## config.mk

```make
export PLATFORM = sky130hd
export DESIGN_NAME = jvc_axis
export DESIGN_NICKNAME = d
export VERILOG_FILES = /design/src/joystick_velocity_conditioner_defines.svh /design/src/jvc_pkg.sv /design/src/jvc_axis.sv
export SDC_FILE = /design/constraint.sdc
export NUM_CORES = 1
export LEC_CHECK = 0
export ABC_AREA = 1
export CELL_PAD_IN_SITES_DETAIL_PLACEMENT = 1
export CELL_PAD_IN_SITES_GLOBAL_PLACEMENT = 1
export CORE_AREA = 5 5 177 179
export DETAILED_ROUTE_END_ITERATION = 8
export DIE_AREA = 0 0 182 184
export DONT_BUFFER_PORTS = 1
export PLACE_DENSITY_LB_ADDON = 0.1
export REMOVE_ABC_BUFFERS = 1
export SYNTH_ARGS = -nofsm -noshare
export SYNTH_HDL_FRONTEND = slang
export SYNTH_SLANG_ARGS = --single-unit
```

## constraint.sdc

```tcl
create_clock -name vclk -period 8.13
set_input_delay 0.4065 -clock vclk [all_inputs]
set_output_delay 0.4065 -clock vclk [all_outputs]
set_load 0.02 [all_outputs]
```

## src/joystick_velocity_conditioner_defines.svh

```systemverilog
// assertion macros shared by the conditioner rtl
`ifndef JOYSTICK_VELOCITY_CONDITIONER_DEFINES_SVH
`define JOYSTICK_VELOCITY_CONDITIONER_DEFINES_SVH

// same-cycle implication, needs clk and rst_n in scope
`define JVC_ASSERT_IMPL(lbl, ante, cons, msg) \
  lbl: assert property (@(posedge clk) disable iff (!rst_n) (ante) |-> (cons)) \
    else $error(msg);

// next-cycle implication, needs clk and rst_n in scope
`define JVC_ASSERT_NEXT(lbl, ante, cons, msg) \
  lbl: assert property (@(posedge clk) disable iff (!rst_n) (ante) |=> (cons)) \
    else $error(msg);

`endif

```

## src/jvc_pkg.sv

```systemverilog
// types, constants and helpers of the joystick velocity conditioner
package jvc_pkg;

  localparam int SAMPLE_W   = 16;
  localparam int GAIN_W     = 16;
  localparam int VEL_W      = 24;
  localparam int IDX_W      = 5;
  localparam int INV_W      = 2;
  localparam int BTN_VEC_W  = 32;
  localparam int FRAC_W     = 8;
  localparam int FRAC_MASK  = 255;
  localparam int PADDR_W    = 5;
  localparam int PDATA_W    = 32;
  localparam int REG_SEL_W  = 3;

  localparam int BUTTON_COUNT_DEF = 17;

  localparam int VEL_MAX       = 8388607;
  localparam int VEL_MIN       = -8388608;
  localparam int DEADBAND_MAX  = 1638;
  localparam int ANG_SMALL_MAX = 6553;
  localparam int LIN_SMALL_MAX = 3276;
  localparam int ANG_RAISE     = 6554;
  localparam int LIN_RAISE     = 3277;

  localparam logic [IDX_W-1:0]  DEADMAN_RST    = IDX_W'(6);
  localparam logic [IDX_W-1:0]  LIN_LOCK_RST   = IDX_W'(5);
  localparam logic [IDX_W-1:0]  ANG_LOCK_RST   = IDX_W'(7);
  localparam logic [IDX_W-1:0]  LIN_UNLOCK_RST = IDX_W'(2);
  localparam logic [IDX_W-1:0]  ANG_UNLOCK_RST = IDX_W'(3);
  localparam logic [INV_W-1:0]  INVERT_RST     = '0;
  localparam logic [GAIN_W-1:0] GAIN_RST       = GAIN_W'(256);

  // invert_mode bits
  localparam int INV_LIN_BIT = 0;
  localparam int INV_ANG_BIT = 1;

  typedef enum logic [REG_SEL_W-1:0] {
    REG_DEADMAN    = 3'd0,
    REG_LIN_LOCK   = 3'd1,
    REG_ANG_LOCK   = 3'd2,
    REG_LIN_UNLOCK = 3'd3,
    REG_ANG_UNLOCK = 3'd4,
    REG_INVERT     = 3'd5,
    REG_LIN_GAIN   = 3'd6,
    REG_ANG_GAIN   = 3'd7
  } reg_sel_t;

  typedef struct packed {
    logic [IDX_W-1:0]  deadman_idx;
    logic [IDX_W-1:0]  lin_lock_idx;
    logic [IDX_W-1:0]  ang_lock_idx;
    logic [IDX_W-1:0]  lin_unlock_idx;
    logic [IDX_W-1:0]  ang_unlock_idx;
    logic [INV_W-1:0]  invert;
    logic [GAIN_W-1:0] lin_gain;
    logic [GAIN_W-1:0] ang_gain;
  } cfg_t;

  typedef struct packed {
    logic signed [VEL_W-1:0] linear_velocity;
    logic signed [VEL_W-1:0] angular_velocity;
    logic                    linear_held;
    logic                    angular_held;
  } res_t;

  function automatic logic in_band(input logic signed [VEL_W-1:0] v,
                                   input logic signed [VEL_W-1:0] lim);
    return (v <= lim) && (v >= -lim);
  endfunction

endpackage

```

## src/jvc_axis.sv

```systemverilog
// one axis: gain multiply, optional negate, scale down, saturate, deadband
module jvc_axis
  import jvc_pkg::*;
(
  input  logic signed [SAMPLE_W-1:0] sample,
  input  logic [GAIN_W-1:0]          gain,
  input  logic                       invert,
  output logic signed [VEL_W-1:0]    vel
);

  localparam int PW = SAMPLE_W + GAIN_W + 1;
  localparam int EW = PW + 1;
  localparam logic signed [EW-1:0]    SAT_HI = EW'(VEL_MAX);
  localparam logic signed [EW-1:0]    SAT_LO = EW'(VEL_MIN);
  localparam logic signed [VEL_W-1:0] DB_LIM = VEL_W'(DEADBAND_MAX);

  logic signed [SAMPLE_W:0]  s_ext;
  logic signed [GAIN_W:0]    g_ext;
  logic signed [PW-1:0]      prod;
  logic signed [EW-1:0]      prod_x;
  logic signed [EW-1:0]      prod_s;
  logic signed [EW-1:0]      biased;
  logic signed [EW-1:0]      quo;
  logic signed [VEL_W-1:0]   sat;

  assign s_ext  = {sample[SAMPLE_W-1], sample};
  assign g_ext  = {1'b0, gain};
  assign prod   = s_ext * g_ext;
  assign prod_x = {prod[PW-1], prod};
  assign prod_s = invert ? -prod_x : prod_x;
  // bias negative values so the shift truncates toward zero
  assign biased = prod_s[EW-1] ? prod_s + EW'(FRAC_MASK) : prod_s;
  assign quo    = biased >>> FRAC_W;

  always_comb begin
    if (quo > SAT_HI) begin
      sat = SAT_HI[VEL_W-1:0];
    end else if (quo < SAT_LO) begin
      sat = SAT_LO[VEL_W-1:0];
    end else begin
      sat = quo[VEL_W-1:0];
    end
  end

  assign vel = in_band(sat, DB_LIM) ? '0 : sat;

endmodule

```

==> flow_summary.yaml <==
sta:
  fin_crit_sh_pct: 109
  drv_slew: 0
  post-route-min-period_ns: 8.83
  hold_viol: 0
  maxSlewHeadroom_pct: 78.2
  fmax_ghz: 0.113
  setup_violations: 24
  fin_ws_ns: -0.698
  rsz0062_at_grt: "yes"
  tightest_slew_ns: 0.326
cells_and_area:
  final_common_cell: "nand2_1"
  fill_cells: 3812
  final-seq-area_um2: 0
  final_cell_mix: "nand2_1, inv_1, buf_4"
  multi_input_area_mm2: 0.0121
  area_growth_syn_to_layout_pct: 30.3
  final_cell_area_mm2: 0.0167
  nClkBuffers: 0
  diodes: 0
  num-nets-final: 2558
  seq_cell_count: 0
  drive_above_1_share_pct: 31.1
setup_path:
  crit_path_max_incr_delay_ns: 0.59
  start_kind: "primary input"
  cp_max_fo: 8
  path_class: "in -> out"
  slowest_stage: "fa_1"
  crit_family: "adder cells"
  path_common_cell: "nand2_2"
  worst_setup_path_end_kind: "output pin"
  crit_buf_inv: 8
  crit_arrival_ns: 8.42
  required_ns: 7.72
worst_hold_path:
  min_from: "invert"
  whs_path_depth: 10
  min_to: "vel[3]"
  hold_path_class: "in -> out"
global_route:
  grt_max_degree: 48
  grt_usage_pct: 25.5
  overflow: 0
  grt_pass1_vias: 14600
  grt_first_pass_wirelength_mm: 71.2
  antenna_found_initial: 0
synth:
  avgSynthCellArea_um2: 6.37
  netlist_area_mm2: 0.0128
  ys_seq_area_share_pct: 0
  syn-instance-count: 2015
  ys_types: 39
  yosysWarnings: 0
routing:
  routed_via_density: 5.27
  dr.pass1.iters: 5
  drtIter0Drc: 607
  drtAntennaViolNets: 0
  drc: 0
  routedWlPerCell_um: 19.2
  vias: 13700
  detail_route.wirelength_mm: 49.8
floorplanning:
  core_mm2: 0.0294
  io_pins: 57
  die_y_um: 184
  dieArea_mm2: 0.0335
  rows: 63
  start_util_pct: 43.7
  die_x_um: 182
run_status:
  status: "complete, but fails checks"
  violations: "negative setup slack"
placed_design:
  io_buffers: 0
  routabilityCongestion: 0.883
  placed_area_mm2: 0.0146
  dp_hpwl_mm: 35.5
clocking:
  holdBufCountCts: 0
job:
  cap_violations: 0
## worst max path at each step
| stage | end | from | cells past startpoint |
|---|---|---|---|
| 4_1_cts | vel[22] | sample[9] | 46 |
| 3_5_place_dp | vel[22] | sample[15] | 44 |
| 3_3_place_gp | vel[15] | sample[15] | 42 |
| 2_1_floorplan | vel[0] | sample[15] | 37 |
| 6_report | vel[9] | sample[15] | 42 |
| 5_1_grt | vel[9] | sample[15] | 44 |
## cells in the mapped netlist, drive strengths merged, types with 4 or more instances
library cell  count  area share [%]
and2              4            0.19
nor2            131             4.6
fa              194              30
or2               8            0.39
nand3b            4            0.23
nand4            27             1.5
o21ai            18            0.82
nand3           117             5.3
inv             510              15
buf              14            0.94
clkbuf           57             1.7
xor2             22             1.7
nand2           719              22
a21oi            47             2.4
nor3              8            0.35
ha              123              12
xnor2             7            0.48
## timing repair
| item | in CTS | in global routing |
|---|---|---|
| cloned | 4 | 2 |
| endpoints found under the setup margin | 24 | 24 |
| gates resized for setup | 194 | 216 |
| setup buffers | 25 | 32 |
| hold endpoints to repair | 0 | 0 |
| pin swaps | 61 | 127 |
## cell families (layout without fill, tap and decap cells)
group	count (synthesis)	count (layout)	synth area share, %
and+or+nand+nor	1019	1020	34.6
xor gates and xnor gates	29	29	2.15
adders and majority gates	317	317	42.2
AOI/OAI and AO/OA	67	67	3.38
buffers and inverters	583	773	17.6
## per-layer routing
| metal | wire, µm | GRT usage (%) | vias up |
|---|---|---|---|
| li1 | - | - | 6253 |
| met1 | 19500 | 30.1 | 6884 |
| met2 | 26300 | 51.5 | 379 |
| met3 | 1880 | 1.72 | 167 |
| met4 | 2110 | 3.54 | 0 |
| met5 | 0 | 0 | - |
## cell type report
class,instances,area share [%]
Timing Repair Buffer,261,13.5
Multi-Input combinational cell,1433,72.1
Inverter,512,11.5
Tap cell,390,2.92
## worst min-delay path, delay by kind of cell
| family | cells | cell delay [ns] |
|---|---|---|
| AND/OR/NAND/NOR | 5 | 0.41 |
| buffers and inverters | 4 | 0.36 |
| AO/OA/AOI/OAI | 1 | 0.03 |
## per-stage QoR
step                      worst slack [ns]  cells  setup TNS [ns]  utilization, %  hold slack, ns
final                               -0.698   2596          -15.10            56.9            1.65
after global routing                -0.887   2596          -19.77            56.9            1.74
after CTS                          -0.0339   2563          -0.386            53.3            1.67
after detailed placement            -0.603   2534          -13.83            49.5            1.67
after global placement              -0.326   2534           -7.63            49.5            1.63
after floorplan                     -0.108   1944          -0.324               -            1.26
Power is left out: the tool's default activity adds up to more than one toggle a clock period on the data nets, which glitch-free logic cannot reach.
