## src/joystick_velocity_conditioner_defines.svh

```systemverilog
// assertion macros shared by the conditioner rtl
`ifndef JOYSTICK_VELOCITY_CONDITIONER_DEFINES_SVH
`define JOYSTICK_VELOCITY_CONDITIONER_DEFINES_SVH

// same-cycle implication, needs clk and rst_n in scope
`define JVC_ASSERT_IMPL(lbl, ante, cons, msg) \
  lbl: assert property (@(posedge clk) disable iff (!rst_n) (ante) |-> (cons)) \
    else $error(msg);

// next-cycle implication, needs clk and rst_n in scope
`define JVC_ASSERT_NEXT(lbl, ante, cons, msg) \
  lbl: assert property (@(posedge clk) disable iff (!rst_n) (ante) |=> (cons)) \
    else $error(msg);

`endif

```

## src/jvc_pkg.sv

```systemverilog
// types, constants and helpers of the joystick velocity conditioner
package jvc_pkg;

  localparam int SAMPLE_W   = 16;
  localparam int GAIN_W     = 16;
  localparam int VEL_W      = 24;
  localparam int IDX_W      = 5;
  localparam int INV_W      = 2;
  localparam int BTN_VEC_W  = 32;
  localparam int FRAC_W     = 8;
  localparam int FRAC_MASK  = 255;
  localparam int PADDR_W    = 5;
  localparam int PDATA_W    = 32;
  localparam int REG_SEL_W  = 3;

  localparam int BUTTON_COUNT_DEF = 17;

  localparam int VEL_MAX       = 8388607;
  localparam int VEL_MIN       = -8388608;
  localparam int DEADBAND_MAX  = 1638;
  localparam int ANG_SMALL_MAX = 6553;
  localparam int LIN_SMALL_MAX = 3276;
  localparam int ANG_RAISE     = 6554;
  localparam int LIN_RAISE     = 3277;

  localparam logic [IDX_W-1:0]  DEADMAN_RST    = IDX_W'(6);
  localparam logic [IDX_W-1:0]  LIN_LOCK_RST   = IDX_W'(5);
  localparam logic [IDX_W-1:0]  ANG_LOCK_RST   = IDX_W'(7);
  localparam logic [IDX_W-1:0]  LIN_UNLOCK_RST = IDX_W'(2);
  localparam logic [IDX_W-1:0]  ANG_UNLOCK_RST = IDX_W'(3);
  localparam logic [INV_W-1:0]  INVERT_RST     = '0;
  localparam logic [GAIN_W-1:0] GAIN_RST       = GAIN_W'(256);

  // invert_mode bits
  localparam int INV_LIN_BIT = 0;
  localparam int INV_ANG_BIT = 1;

  typedef enum logic [REG_SEL_W-1:0] {
    REG_DEADMAN    = 3'd0,
    REG_LIN_LOCK   = 3'd1,
    REG_ANG_LOCK   = 3'd2,
    REG_LIN_UNLOCK = 3'd3,
    REG_ANG_UNLOCK = 3'd4,
    REG_INVERT     = 3'd5,
    REG_LIN_GAIN   = 3'd6,
    REG_ANG_GAIN   = 3'd7
  } reg_sel_t;

  typedef struct packed {
    logic [IDX_W-1:0]  deadman_idx;
    logic [IDX_W-1:0]  lin_lock_idx;
    logic [IDX_W-1:0]  ang_lock_idx;
    logic [IDX_W-1:0]  lin_unlock_idx;
    logic [IDX_W-1:0]  ang_unlock_idx;
    logic [INV_W-1:0]  invert;
    logic [GAIN_W-1:0] lin_gain;
    logic [GAIN_W-1:0] ang_gain;
  } cfg_t;

  typedef struct packed {
    logic signed [VEL_W-1:0] linear_velocity;
    logic signed [VEL_W-1:0] angular_velocity;
    logic                    linear_held;
    logic                    angular_held;
  } res_t;

  function automatic logic in_band(input logic signed [VEL_W-1:0] v,
                                   input logic signed [VEL_W-1:0] lim);
    return (v <= lim) && (v >= -lim);
  endfunction

endpackage

```

## src/jvc_cmd.sv

```systemverilog
// minimum raise, lock/unlock latches and deadman gating
module jvc_cmd
  import jvc_pkg::*;
#(
  parameter int BUTTON_COUNT = BUTTON_COUNT_DEF
)(
  input  logic                    clk,
  input  logic                    rst_n,
  input  logic                    upd,
  input  logic signed [VEL_W-1:0] lin,
  input  logic signed [VEL_W-1:0] ang,
  input  logic [BUTTON_COUNT-1:0] buttons,
  input  cfg_t                    cfg,
  output res_t                    res
);

`include "joystick_velocity_conditioner_defines.svh"

  localparam logic signed [VEL_W-1:0] ANG_LIM = VEL_W'(ANG_SMALL_MAX);
  localparam logic signed [VEL_W-1:0] LIN_LIM = VEL_W'(LIN_SMALL_MAX);
  localparam logic signed [VEL_W-1:0] ANG_UP  = VEL_W'(ANG_RAISE);
  localparam logic signed [VEL_W-1:0] LIN_UP  = VEL_W'(LIN_RAISE);

  logic [BTN_VEC_W-1:0]    btn_vec;
  logic                    deadman;
  logic                    lin_lock;
  logic                    ang_lock;
  logic                    lin_unlock;
  logic                    ang_unlock;
  logic signed [VEL_W-1:0] ang_cmd;
  logic signed [VEL_W-1:0] lin_cmd;
  logic                    lin_hold_r;
  logic                    lin_hold_nxt;
  logic                    ang_hold_r;
  logic                    ang_hold_nxt;
  logic signed [VEL_W-1:0] lin_val_r;
  logic signed [VEL_W-1:0] lin_val_nxt;
  logic signed [VEL_W-1:0] ang_val_r;
  logic signed [VEL_W-1:0] ang_val_nxt;

  // bits past the button count read as released
  assign btn_vec    = BTN_VEC_W'(buttons);
  assign deadman    = btn_vec[cfg.deadman_idx];
  assign lin_lock   = btn_vec[cfg.lin_lock_idx];
  assign ang_lock   = btn_vec[cfg.ang_lock_idx];
  assign lin_unlock = btn_vec[cfg.lin_unlock_idx];
  assign ang_unlock = btn_vec[cfg.ang_unlock_idx];

  // angular raise first, linear raise sees the raised angular value
  always_comb begin
    ang_cmd = ang;
    if ((ang != '0) && in_band(ang, ANG_LIM) && in_band(lin, LIN_LIM)) begin
      ang_cmd = ang[VEL_W-1] ? -ANG_UP : ANG_UP;
    end
    lin_cmd = lin;
    if ((lin != '0) && in_band(lin, LIN_LIM) && in_band(ang_cmd, ANG_LIM)) begin
      lin_cmd = lin[VEL_W-1] ? -LIN_UP : LIN_UP;
    end
  end

  always_comb begin
    lin_hold_nxt = lin_hold_r && !lin_unlock;
    ang_hold_nxt = ang_hold_r && !ang_unlock;
    lin_val_nxt  = lin_val_r;
    ang_val_nxt  = ang_val_r;
    if (lin_lock && !lin_hold_nxt) begin
      lin_hold_nxt = 1'b1;
      lin_val_nxt  = lin_cmd;
    end
    if (ang_lock && !ang_hold_nxt) begin
      ang_hold_nxt = 1'b1;
      ang_val_nxt  = ang_cmd;
    end
  end

  always_comb begin
    res = '0;
    if (deadman) begin
      res.linear_velocity  = lin_hold_nxt ? lin_val_nxt : lin_cmd;
      res.angular_velocity = ang_hold_nxt ? ang_val_nxt : ang_cmd;
      res.linear_held      = lin_hold_nxt;
      res.angular_held     = ang_hold_nxt;
    end
  end

  always_ff @(posedge clk) begin
    if (!rst_n) begin
      lin_hold_r <= 1'b0;
      ang_hold_r <= 1'b0;
    end else if (upd) begin
      lin_hold_r <= lin_hold_nxt;
      ang_hold_r <= ang_hold_nxt;
    end
  end

  always_ff @(posedge clk) begin
    if (!rst_n) begin
      lin_val_r <= '0;
      ang_val_r <= '0;
    end else if (upd) begin
      lin_val_r <= lin_val_nxt;
      ang_val_r <= ang_val_nxt;
    end
  end

  `JVC_ASSERT_NEXT(a_unlock_clears, upd && lin_unlock && !lin_lock, !lin_hold_r, "linear unlock did not release the latch")
  `JVC_ASSERT_NEXT(a_lock_captures, upd && lin_lock, lin_hold_r, "linear lock not taken")
  `JVC_ASSERT_NEXT(a_capture_value, upd && ang_lock && (ang_unlock || !ang_hold_r), ang_hold_r && (ang_val_r == $past(ang_cmd)), "angular capture lost")
  `JVC_ASSERT_NEXT(a_idle_stable, !upd, $stable(lin_hold_r) && $stable(ang_hold_r), "latch moved without a word")

endmodule

```

## config.mk

```make
export PLATFORM = sky130hd
export DESIGN_NAME = jvc_cmd
export DESIGN_NICKNAME = d
export VERILOG_FILES = /design/src/jvc_pkg.sv /design/src/jvc_cmd.sv
export VERILOG_INCLUDE_DIRS = /design/src /design/src/src
export SDC_FILE = /design/constraint.sdc
export NUM_CORES = 1
export LEC_CHECK = 0
export BUFFER_PORTS_ARGS = -buffer_cell sky130_fd_sc_hd__buf_2
export CAP_MARGIN = 5
export CORE_UTILIZATION = 40
export CTS_BUF_LIST = sky130_fd_sc_hd__clkbuf_16
export DETAILED_ROUTE_END_ITERATION = 8
export HOLD_SLACK_MARGIN = 0.05
export PLACE_DENSITY = 0.72
export SKIP_CTS_REPAIR_TIMING = 1
export SLEW_MARGIN = 25
export SYNTH_ARGS = -nofsm -noshare
export SYNTH_HDL_FRONTEND = slang
export SYNTH_SLANG_ARGS = --single-unit
```

## constraint.sdc

```tcl
create_clock -name clk -period 2.4 [get_ports clk]
set_input_delay 0.24 -clock clk [delete_from_list [all_inputs] [get_ports clk]]
set_output_delay 0.24 -clock clk [all_outputs]
set_load 0.01 [all_outputs]
```

==> impl_results.md <==
- Status: finished, violations left
- Failing checks: negative setup slack
- Max Slew Vio Count: 0
- Crit-path cells: buf_2 -> or3_4 -> or4_4 -> a211oi_4 -> clkbuf_16 -> mux2_4 -> mux2i_1 -> nor2_2 -> buf_2
- Gpl congestion: 0.954
- Core Util, Final: 66.1%
- IO Pins: 177
- Largest net degree at the start of global routing: 26
- Syn nets: about 550
- Die area: between 0.01 and 0.015 mm^2
- CP max FO: 5
- Worst-path clk slew: 0.07 ns
- Syn_area_per_cell: 9.03 um^2
- Clock skew: 0.00352 ns
- Fill cells: 756
- Nets: approximately 770
- TritonCTS Buffers: 5
- Violation count after the first detailed-route iteration: around 180
- Worst-Skew Late Latency: 0.28 ns
- Final WL: between 10000 and 15000 um
- Fin. Hold Viols: 0
- Setup violations, final: 45
- GR Util All Layers: 22.5%
- Clock sink count: 50
- DR vias/cell: 5.57
- Synth cell types: 52
- Slew @ Worst Pin: roughly 0.65 ns
- Remaining Overflow, GRT: 0
- # DRC: 0
- Highest metal used: met4
- CTS tree: built
- Area growth, synth to finish: 59.4%
- Met1 wire length: approximately 5500 um
- Post-synth EDFFs: 0
- Most frequent cells in the layout: buf_2 (121), mux2i_1 (88), buf_4 (68)
- Seq. cell area: 0.00100 mm^2
- Worst setup margin: -0.339 ns
- Die Height: 100 um
- Pre-antenna DRT Iters: 4
- Dominant synthesized flop cell: dfxtp_1
- Core Area: 0.00928 mm^2
- Drt wl/cell: ~17 um
- Slowest cell delay on critical path: 0.59 ns
- Clock Tree Buf Depth: 2
- First-pass GRT wire length: 18400 um
- RSZ-0062 raised after global routing: yes
- FFs w/ async S/R, synth: 0%
- Share of cells above drive strength 1: 51.0%
- Commonest non-fill, non-tap cell in the layout: buf_2
- Area of the multi-input gates: 0.00299 mm^2
- Leak: around 3.0 nW
- # rows: 35
- Top cell by count, worst path: buf_2
- Post-synthesis sequential area ratio: about a quarter
- Tcrit/Tclk final: 114%
- Slowest cell on the critical path: or4_4
- Hold WC Path Type: primary input to flip-flop
- Post-Synthesis Cells: between 400 and 500
- DR WL met3: 621 um
- Crit. End Element: output pin
- CP Launch Type: primary input
- Worst path required time: 2.16 ns
- H-tree levels: 2
- Die width: 100 um
- Critical path arrival: between 2 and 3 ns
- MaxCap Viol Count: 0
- Starting density of the core: 41.5%
- # diodes: 0
- Worst vdd ir: between 0.0003 and 0.0004 V
- Number of global-route vias before repair: 3986
- Final Critical Period: 2.74 ns
- Synth Register Bits: 50
- Post-Syn Area: 0.00385 mm^2
- Final ANT Viol Nets: 0
- Max Clock Freq: roughly 370 MHz
- Hold WS: 0.212 ns
- # port buffers: 142
- Total number of vias: ~4300
- Met2 Wirelength: 6420 um
- Crit Path Category: primary input to output pin
- DP HPWL: between 8000 and 9000 um
- Power per standard cell area: between 400 and 500 mW/mm^2
- CP delay by family, top: simple AND/OR/NAND/NOR gates
- Antenna violations before repair: 0
- Root buffer cell: clkbuf_16
- YS warnings: 0
- WP buf/inv: 3
- Max_slew headroom: 56.4%
[worst paths after layout]
kind	startpoint	to	slack, ns	cells past startpoint
max	ang[8]	res[34]	-0.34	9
min	upd	lin_hold_r	0.21	2
max reg2reg	ang_hold_r	ang_val_r[17]	0.61	6
min reg2reg	ang_val_r[4]	ang_val_r[4]	0.47	1
[power by group]
part           internal (W)  leakage, nW  total [W]  switching (W)
registers          0.000873        0.407   0.000896      0.0000225
clock network      0.000386       0.0698   0.000698       0.000311
logic              0.000518         2.50    0.00102       0.000504
[routing by layer]
metal / up-vias / global-route usage (%)
met2: 163 / 38.7
met1: 2102 / 28.9
met3: 27 / 3.62
met4: 0 / 6.80
li1: 2018 / -
met5: - / 0
[worst register-to-register path: stages, from the launching register on]
cell,delay (ns)
dfxtp_1,0.31
o21ai_0,0.08
a21o_1,0.23
and3_1,0.40
buf_4,0.34
mux2i_1,0.26
nor2_1,0.06
[through the flow]
| step | area [um^2] | setup WS [ns] | total power, W | std cells | setup TNS, ns |
|---|---|---|---|---|---|
| after floorplan | 3850 | 0.0267 | 0.00133 | 427 | 0 |
| after CTS | 5380 | -0.343 | 0.00240 | 758 | -10.68 |
| after detailed placement | 5230 | -0.336 | 0.00169 | 750 | -10.83 |
| after global placement | 5230 | -0.323 | 0.00167 | 750 | -9.78 |
| final | 6140 | -0.339 | 0.00262 | 774 | -7.68 |
| after global routing | 6140 | -0.393 | 0.00275 | 774 | -11.34 |
[sequential cells by signal (all words and copies together) (netlist names)]
name and count:
lin_val_r 24, lin_hold_r 1, ang_val_r 24, ang_hold_r 1
[cell families after synthesis]
| logic type | Yosys count | share of synthesized area, % |
|---|---|---|
| buffers and inverters | 38 | 5.32 |
| DFF | 50 | 26.0 |
| muxes | 121 | 38.1 |
| AOI/OAI and AO/OA | 65 | 12.0 |
| and+or+nand+nor | 153 | 18.5 |
[synth_stat cells, types with 3 or more instances]
master	count	share of area (%)
a31oi_1	4	0.65
a211oi_1	8	1.6
buf_2	12	1.6
nor3_1	4	0.52
mux2_4	3	1.2
nand2b_1	3	0.49
mux2_2	5	1.5
nor4_1	11	1.8
nand4_1	8	1.3
o2bb2ai_1	6	1.4
dfxtp_1	50	26
nor2b_1	4	0.65
buf_4	3	0.58
a21oi_1	10	1.3
o21ai_0	13	1.7
mux4_2	19	11
clkbuf_1	6	0.58
nor2_1	86	8.4
nand3_1	6	0.78
nor2_2	4	0.65
mux2i_1	94	24
o21ai_1	6	0.78
nand2_1	15	1.5
inv_1	13	1.3
[layout make-up]
class | count | share of cell area [%]
Multi-Input combinational cell | 339 | 48.6
Sequential cell | 50 | 16.3
Timing Repair Buffer | 235 | 29.3
Clock inverter | 3 | 0.346
Tap cell | 129 | 2.63
Clock buffer | 5 | 2.04
Inverter | 13 | 0.795
(Power assumes the default switching activity.)
