File: src/joystick_velocity_conditioner_defines.svh
// assertion macros shared by the conditioner rtl
`ifndef JOYSTICK_VELOCITY_CONDITIONER_DEFINES_SVH
`define JOYSTICK_VELOCITY_CONDITIONER_DEFINES_SVH

// same-cycle implication, needs clk and rst_n in scope
`define JVC_ASSERT_IMPL(lbl, ante, cons, msg) \
  lbl: assert property (@(posedge clk) disable iff (!rst_n) (ante) |-> (cons)) \
    else $error(msg);

// next-cycle implication, needs clk and rst_n in scope
`define JVC_ASSERT_NEXT(lbl, ante, cons, msg) \
  lbl: assert property (@(posedge clk) disable iff (!rst_n) (ante) |=> (cons)) \
    else $error(msg);

`endif

File: src/jvc_pkg.sv
// types, constants and helpers of the joystick velocity conditioner
package jvc_pkg;

  localparam int SAMPLE_W   = 16;
  localparam int GAIN_W     = 16;
  localparam int VEL_W      = 24;
  localparam int IDX_W      = 5;
  localparam int INV_W      = 2;
  localparam int BTN_VEC_W  = 32;
  localparam int FRAC_W     = 8;
  localparam int FRAC_MASK  = 255;
  localparam int PADDR_W    = 5;
  localparam int PDATA_W    = 32;
  localparam int REG_SEL_W  = 3;

  localparam int BUTTON_COUNT_DEF = 17;

  localparam int VEL_MAX       = 8388607;
  localparam int VEL_MIN       = -8388608;
  localparam int DEADBAND_MAX  = 1638;
  localparam int ANG_SMALL_MAX = 6553;
  localparam int LIN_SMALL_MAX = 3276;
  localparam int ANG_RAISE     = 6554;
  localparam int LIN_RAISE     = 3277;

  localparam logic [IDX_W-1:0]  DEADMAN_RST    = IDX_W'(6);
  localparam logic [IDX_W-1:0]  LIN_LOCK_RST   = IDX_W'(5);
  localparam logic [IDX_W-1:0]  ANG_LOCK_RST   = IDX_W'(7);
  localparam logic [IDX_W-1:0]  LIN_UNLOCK_RST = IDX_W'(2);
  localparam logic [IDX_W-1:0]  ANG_UNLOCK_RST = IDX_W'(3);
  localparam logic [INV_W-1:0]  INVERT_RST     = '0;
  localparam logic [GAIN_W-1:0] GAIN_RST       = GAIN_W'(256);

  // invert_mode bits
  localparam int INV_LIN_BIT = 0;
  localparam int INV_ANG_BIT = 1;

  typedef enum logic [REG_SEL_W-1:0] {
    REG_DEADMAN    = 3'd0,
    REG_LIN_LOCK   = 3'd1,
    REG_ANG_LOCK   = 3'd2,
    REG_LIN_UNLOCK = 3'd3,
    REG_ANG_UNLOCK = 3'd4,
    REG_INVERT     = 3'd5,
    REG_LIN_GAIN   = 3'd6,
    REG_ANG_GAIN   = 3'd7
  } reg_sel_t;

  typedef struct packed {
    logic [IDX_W-1:0]  deadman_idx;
    logic [IDX_W-1:0]  lin_lock_idx;
    logic [IDX_W-1:0]  ang_lock_idx;
    logic [IDX_W-1:0]  lin_unlock_idx;
    logic [IDX_W-1:0]  ang_unlock_idx;
    logic [INV_W-1:0]  invert;
    logic [GAIN_W-1:0] lin_gain;
    logic [GAIN_W-1:0] ang_gain;
  } cfg_t;

  typedef struct packed {
    logic signed [VEL_W-1:0] linear_velocity;
    logic signed [VEL_W-1:0] angular_velocity;
    logic                    linear_held;
    logic                    angular_held;
  } res_t;

  function automatic logic in_band(input logic signed [VEL_W-1:0] v,
                                   input logic signed [VEL_W-1:0] lim);
    return (v <= lim) && (v >= -lim);
  endfunction

endpackage

File: src/jvc_cfg.sv
// apb configuration registers
module jvc_cfg
  import jvc_pkg::*;
(
  input  logic               clk,
  input  logic               rst_n,
  input  logic               psel,
  input  logic               penable,
  input  logic               pwrite,
  input  logic [PADDR_W-1:0] paddr,
  input  logic [PDATA_W-1:0] pwdata,
  output logic [PDATA_W-1:0] prdata,
  output logic               pready,
  output cfg_t               cfg
);

  cfg_t     cfg_r;
  cfg_t     cfg_nxt;
  reg_sel_t sel;
  logic     wr_en;

  assign sel    = reg_sel_t'(paddr[PADDR_W-1:2]);
  assign wr_en  = psel && penable && pwrite;
  assign pready = 1'b1;
  assign cfg    = cfg_r;

  always_comb begin
    cfg_nxt = cfg_r;
    if (wr_en) begin
      case (sel)
        REG_DEADMAN:    cfg_nxt.deadman_idx    = pwdata[IDX_W-1:0];
        REG_LIN_LOCK:   cfg_nxt.lin_lock_idx   = pwdata[IDX_W-1:0];
        REG_ANG_LOCK:   cfg_nxt.ang_lock_idx   = pwdata[IDX_W-1:0];
        REG_LIN_UNLOCK: cfg_nxt.lin_unlock_idx = pwdata[IDX_W-1:0];
        REG_ANG_UNLOCK: cfg_nxt.ang_unlock_idx = pwdata[IDX_W-1:0];
        REG_INVERT:     cfg_nxt.invert         = pwdata[INV_W-1:0];
        REG_LIN_GAIN:   cfg_nxt.lin_gain       = pwdata[GAIN_W-1:0];
        REG_ANG_GAIN:   cfg_nxt.ang_gain       = pwdata[GAIN_W-1:0];
        default:        cfg_nxt = cfg_r;
      endcase
    end
  end

  always_comb begin
    case (sel)
      REG_DEADMAN:    prdata = PDATA_W'(cfg_r.deadman_idx);
      REG_LIN_LOCK:   prdata = PDATA_W'(cfg_r.lin_lock_idx);
      REG_ANG_LOCK:   prdata = PDATA_W'(cfg_r.ang_lock_idx);
      REG_LIN_UNLOCK: prdata = PDATA_W'(cfg_r.lin_unlock_idx);
      REG_ANG_UNLOCK: prdata = PDATA_W'(cfg_r.ang_unlock_idx);
      REG_INVERT:     prdata = PDATA_W'(cfg_r.invert);
      REG_LIN_GAIN:   prdata = PDATA_W'(cfg_r.lin_gain);
      REG_ANG_GAIN:   prdata = PDATA_W'(cfg_r.ang_gain);
      default:        prdata = '0;
    endcase
  end

  always_ff @(posedge clk) begin
    if (!rst_n) begin
      cfg_r.deadman_idx    <= DEADMAN_RST;
      cfg_r.lin_lock_idx   <= LIN_LOCK_RST;
      cfg_r.ang_lock_idx   <= ANG_LOCK_RST;
      cfg_r.lin_unlock_idx <= LIN_UNLOCK_RST;
      cfg_r.ang_unlock_idx <= ANG_UNLOCK_RST;
      cfg_r.invert         <= INVERT_RST;
      cfg_r.lin_gain       <= GAIN_RST;
      cfg_r.ang_gain       <= GAIN_RST;
    end else begin
      cfg_r <= cfg_nxt;
    end
  end

endmodule

File: config.mk
export PLATFORM = sky130hd
export DESIGN_NAME = jvc_cfg
export DESIGN_NICKNAME = d
export VERILOG_FILES = /design/src/joystick_velocity_conditioner_defines.svh /design/src/jvc_pkg.sv /design/src/jvc_cfg.sv
export SDC_FILE = /design/constraint.sdc
export NUM_CORES = 1
export LEC_CHECK = 0
export BUFFER_PORTS_ARGS = -buffer_cell sky130_fd_sc_hd__buf_2
export CORE_MARGIN = 1
export CORE_UTILIZATION = 40
export DETAILED_ROUTE_END_ITERATION = 6
export PLACE_DENSITY = 0.7
export SLEW_MARGIN = 10
export SYNTH_ARGS = -nofsm -noshare
export SYNTH_HDL_FRONTEND = slang
export SYNTH_SLANG_ARGS = --single-unit
File: constraint.sdc
create_clock -name clk -period 1.5 [get_ports clk]
set_input_delay 0.075 -clock clk [delete_from_list [all_inputs] [get_ports clk]]
set_output_delay 0.075 -clock clk [all_outputs]
set_load 0.005 [all_outputs]
==> key figures, run 1 <==
Pwr
  – Internal: between 0.002 and 0.003 W
  – Power per standard cell area: 967 mW/mm²
  – Sequential share of power: 0.433
  – Pwr Total: around 0.0037 W
  – Sw Pwr: between 0.0008 and 0.0009 W
  – VDD IR max: about 0.54 mV
  – Combinational group share of total power: 0.083
  – Leak: around 1.8 nW
  – Switch share: 0.222
  – Clock power share: 0.484

Routing
  – WL final: about 7600 µm
  – Vias: 2603
  – DRT Pass-1 Iters: 4
  – Post-route ant nets: 0
  – Remaining DRCs: 0
  – Post-DR wirelength/cell: around 15 µm
  – DR vias/cell: between 4 and 5
  – First DRT Iteration DRCs: 160

Floorplan
  – Die Ht: between 80 and 90 µm
  – Rows: 30
  – Core ar.: slightly below 0.007 mm²
  – I/O Pins: between 100 and 150
  – Die width: 87.3 µm
  – Die footprint: 0.00762 mm²
  – Initial Util: 0.421

STA
  – Final Setup Violations: 1
  – Setup WS post-layout: -86.6 ps
  – Fin. max-slew vios: 0
  – Hold Fails Final Rpt: 0
  – Setup TNS: -86.6 ps
  – Post-layout min period: ~1600 ps
  – Period utilisation layout: 1.06
  – F_max: 630 MHz
  – RSZ-0062 raised after global routing: yes
  – Setup Skew: 0 ps

Critical path
  – Startpoint types: register
  – R2R cell count: 4
  – Crit path required time: 1420 ps
  – CP Class: register to output pin
  – Worst setup path startpoint: cfg[41]
  – Crit path DAT: 1510 ps
  – Worst Setup End Kind: output pin
  – Worst R2R Start: cfg[41]
  – FF-to-FF End: cfg[41]
  – CP max FO: 2
  – Setup crit end: prdata[2]
  – Flop-to-flop setup slack: 700 ps

Clock network
  – Maximum clock path buffer count: 2
  – TritonCTS buffer count: 9
  – CTS tree: yes
  – Worst-Skew Late Latency: between 300 and 400 ps
  – H-tree depth: 3
  – CTS clk-pin slew, worst paths: roughly 70 ps
  – Clk sinks: a little under 60
  – CTS root buf: clkbuf_8

GRT
  – Global Route Usage Sum: 0.201
  – Largest net degree at the start of global routing: 45
  – First-pass GRT wire length: roughly 12000 µm
  – Number of global-route vias before repair: about 2300
  – Grt total ovfl: 0
  – Initial antenna violation count: 0

Final layout
  – Post-layout util: 0.550
  – # diodes: 0
  – Synth-to-Final Area Change: 30.5%
  – Layout cell share with drive strength beyond 1: 0.341
  – Largest register FFs: 59
  – Final Net Count: 462

Outcome
  – Status: finished with violations
  – Violated checks: negative setup slack

Logic synthesis
  – Syn Inst Count: between 300 and 400
  – Seq/Total Area, Yosys: 0.406
  – Netlist Area Pre-Place: between 0.002 and 0.003 mm²
  – Main synth FF type: dfxtp_1
  – #FFs+latches synth: 59
  – Ys Warns: 0
  – Synth unique cells: 36
  – Mean cell area of the mapped netlist: just over 9 µm²
  – Asr flop ratio synth: 0
  – EDFF count, synth: 0

Placement
  – DP Wirelength: around 5400 µm
  – DP Worst Slack: about 140 ps
  – # port buffers: just under 100
  – GPL Wtd Cong: roughly 0.82

Worst hold path
  – Min-delay src: pwdata[6]
  – Hold WC Path Type: input port to register

Job
  – Max Cap Violations: 0
-- what timing repair did --
item | CTS | global route
setup endpoints to repair | 1 | 2
pin swaps | 0 | 2
resized for setup | 6 | 3
hold buffers | 3 | 0
hold endpoints to repair | 3 | 0
setup buffers | 3 | 1
-- metrics by stage --
stage                     cells  instance area [µm²]  hold slack [ps]
final                       521                 3800             9.00
after global routing        521                 3800             14.0
after CTS                   520                 3780             2.23
after detailed placement    498                 3470              361
after global placement      498                 3470              350
after floorplan             329                 2970              235
-- synth_stat cells (3+ instances only) --
master | instances | area (µm²)
buf_2 | 4 | 20.0
buf_4 | 20 | 150
buf_6 | 3 | 33.8
clkbuf_1 | 10 | 37.5
dfxtp_1 | 59 | 1180
inv_1 | 4 | 15.0
mux2i_1 | 73 | 731
nand2_1 | 66 | 248
nand2b_1 | 4 | 25.0
nor2_1 | 14 | 52.6
nor2b_1 | 12 | 75.1
o211ai_1 | 3 | 22.5
o21ai_0 | 7 | 35.0
-- critical path, stage by stage, from the launching register on --
cell     delay, ps
dfxtp_2        320
mux4_2         450
mux2_4         290
buf_6          120
-- cell usage in the layout (no fill, tap or decap), drive strengths merged --
cell type	instances
buf	116
mux2i	73
nand2	66
dfxtp	59
conb	17
nor2	16
nor2b	12
clkbuf	11
o21ai	7
nand2b	4
inv	4
o211ai	3
bufinv	3
dlygate4sd3	3
nand4b	3
or3	2
o32a	2
o22ai	2
nor3b	2
a211oi	2
o22a	2
o311ai	2
or2	2
clkinv	2
o32ai	2
mux4	1
nand3	1
mux2	1
o31ai	1
nand3b	1
a21oi	1
nand4	1
nor3	1
-- worst min path at each step --
| stage | to | cells past startpoint | slack [ps] |
|---|---|---|---|
| finish | cfg[6] | 3 | 9 |
| global route | cfg[25] | 3 | 10 |
| CTS | cfg[6] | 3 | 2 |
| detailed placement | cfg[31] | 3 | 360 |
| global placement | cfg[12] | 3 | 350 |
| floorplan | cfg[44] | 2 | 240 |
-- per-layer routing --
layer	part of all wire	GRT usage	vias to the layer above
met5	0	0	-
met4	0.014	0.0715	0
met3	0.064	0.0635	10
met2	0.49	0.324	96
met1	0.43	0.251	1245
li1	-	-	1252
-- layout make-up --
class,instances,area (µm²)
fill,669,3110
multi-input combinational,227,1530
sequential,59,1190
timing repair buffer,119,699
clock buffer,11,141
tap,96,120
clock inverter,5,100
inverter,4,15.0
-- logic make-up (layout without fill, tap and decap cells) --
group	Yosys count	after routing	synth area share
and+or+nand+nor	111	111	0.179
muxes	75	75	0.263
DFF	59	59	0.406
buffers and inverters	43	139	0.0912
AOI/OAI and AO/OA	24	24	0.0585
other	2	17	0.00258
-- power by group through the flow --
stage	clock [W]	combinational, W	sequential, W
after CTS	0.00180	0.000303	0.00159
final	0.00178	0.000306	0.00159
after global placement	0	0.000285	0.00162
after global routing	0.00188	0.000335	0.00159
after floorplan	0	0.000207	0.00162
after detailed placement	0	0.000290	0.00162
Note: power is estimated with default switching activity, not from simulation.
==> inputs of run 2 (changes only) <==
Settings changed: HOLD_SLACK_MARGIN from default to 0.06.
==> run 2 against run 1 <==
Effect of this change:
- the run still ends with negative setup slack left
- sequential power about the same
- first-iteration DRC count increased by 6.9%
- via count increased by 0.81%
- clock skew unchanged
- highest routed layer unchanged
- register-to-register slack about the same
- fmax decreased by 0.11%
- core utilization increased by 1.4 points
- flip-flop and latch count unchanged
- final area increased by 2.6%
- final cell count increased by 1.9%
==> key figures, run 2 (same netlist as run 1, synthesis figures left out) <==
Outcome
  – Status: finished with violations
  – Violated checks: negative setup slack

Pwr
  – Switch share: 0.222
  – Sequential share of power: 0.430
  – Combinational group share of total power: 0.088
  – VDD IR max: between 0.5 and 0.6 mV
  – Pwr Total: about 0.0037 W
  – Leak: 1.87 nW
  – Power per standard cell area: between 900 and 1000 mW/mm²
  – Sw Pwr: just over 0.0008 W
  – Internal: 0.00287 W
  – Clock power share: 0.481

Worst hold path
  – Hold WC Path Type: input port to register

STA
  – Fin. max-slew vios: 0
  – Setup WS post-layout: -88.3 ps
  – F_max: about 630 MHz
  – RSZ-0062 raised after global routing: yes
  – Setup TNS: -88.3 ps
  – Setup Skew: 0 ps
  – Hold Fails Final Rpt: 0
  – Period utilisation layout: 1.06
  – Post-layout min period: approximately 1600 ps
  – Final Setup Violations: 1

Routing
  – Post-route ant nets: 0
  – WL final: 7710 µm
  – First DRT Iteration DRCs: 171
  – Post-DR wirelength/cell: approximately 15 µm
  – DRT Pass-1 Iters: 4
  – Vias: about 2600
  – Remaining DRCs: 0
  – DR vias/cell: slightly below 5

Clock network
  – CTS tree: yes
  – H-tree depth: 3
  – TritonCTS buffer count: 9
  – CTS root buf: clkbuf_8
  – Maximum clock path buffer count: 2
  – Worst-Skew Late Latency: ~340 ps
  – CTS clk-pin slew, worst paths: 70 ps
  – Clk sinks: between 50 and 60

Final layout
  – Most frequent cells in the layout: 97 x buf_2, 73 x mux2i_1, 66 x nand2_1
  – # diodes: 0
  – Layout Cells excl Fill: 531
  – Largest register FFs: 59
  – Synth-to-Final Area Change: 33.9%
  – Most common cell after layout, fill and taps aside: buf_2
  – Final Net Count: ~470
  – Layout cell share with drive strength beyond 1: 0.333

Floorplan
  – I/O Pins: ~130
  – Die footprint: 0.00762 mm²
  – Rows: 30
  – Die width: roughly 87 µm
  – Initial Util: 0.421
  – Core ar.: around 0.007 mm²
  – Die Ht: roughly 87 µm

Placement
  – GPL Wtd Cong: 0.825
  – DP Worst Slack: roughly 140 ps
  – Placed cell count: 498
  – # port buffers: slightly below 100
  – DP Wirelength: 5430 µm

GRT
  – Global Route Usage Sum: 0.205
  – Largest net degree at the start of global routing: 45
  – Number of global-route vias before repair: 2407
  – Initial antenna violation count: 0
  – Grt total ovfl: 0
  – First-pass GRT wire length: between 10000 and 15000 µm

Critical path
  – CP delay by family, top: multiplexers
  – Buf+Inv Stages, Crit Path: 1
  – CP Class: register to output pin
  – Worst Setup End Kind: output pin
  – CP max FO: 2
  – Startpoint types: register
  – CP cell instances: mux4_2 > mux2_4 > buf_6
  – Max incr delay on CP: 450 ps
  – CP max-delay cell: mux4_2
  – Crit path required time: between 1000 and 1500 ps
  – Crit path DAT: around 1500 ps

Job
  – Max Cap Violations: 0
## run 2: cell types whose count changed in the layout (fill, tap and decap cells not counted), sizes merged
cell	before	now
dlygate4sd3	3	13
## run 2: power groups by stage
stage / clock [W] / sequential (W) / combinational [W]
CTS: 0.00180 / 0.00159 / 0.000322
global route: 0.00188 / 0.00159 / 0.000358
global placement: 0 / 0.00162 / 0.000285
finish: 0.00178 / 0.00159 / 0.000327
detailed placement: 0 / 0.00162 / 0.000290
floorplan: 0 / 0.00162 / 0.000207
## run 2: routing by layer
metal | up-vias | routed length (µm) | global-route usage
met5 | - | 0 | 0
met4 | 0 | 120 | 0.0715
met3 | 10 | 490 | 0.0626
met2 | 94 | 3800 | 0.332
met1 | 1245 | 3310 | 0.257
li1 | 1275 | - | -
## run 2: metrics by stage
| stage | hold slack (ps) | instance area [µm²] | util |
|---|---|---|---|
| finish | 72.1 | 3900 | 0.564 |
| global placement | 350 | 3470 | 0.502 |
| global route | 81.3 | 3900 | 0.564 |
| CTS | 64.0 | 3880 | 0.561 |
| floorplan | 235 | 2970 | - |
| detailed placement | 361 | 3470 | 0.502 |
## run 2: cell type report
class	count	area (µm²)
timing repair buffer	129	800
clock inverter	5	100
sequential	59	1190
tap	96	120
fill	654	3010
multi-input combinational	227	1530
inverter	4	15.0
clock buffer	11	141
## run 2: worst paths after layout
check	start	endpoint	slack, ps	depth (start not counted)
worst max-delay path	cfg[41]	prdata[2]	-90	3
worst min register to register	cfg[18]	cfg[18]	470	2
worst max register to register	cfg[41]	cfg[41]	700	4
worst min-delay path	pwdata[1]	cfg[35]	70	3
## run 2: timing repair
action,4_1_cts,5_1_grt
gates resized for setup,6,3
buffers inserted,3,1
pin swaps,0,2
gates cloned,0,0
endpoints found under the setup margin,1,2
hold endpoints to repair,26,0
hold buffers,13,0
## run 2: worst reg2reg max path: cells and delay by family, from the launching register on
kind	cells	cell delay [ps]
flip-flops	1	320
buffers and inverters	2	250
AND/OR/NAND/NOR	1	50
multiplexers	1	50
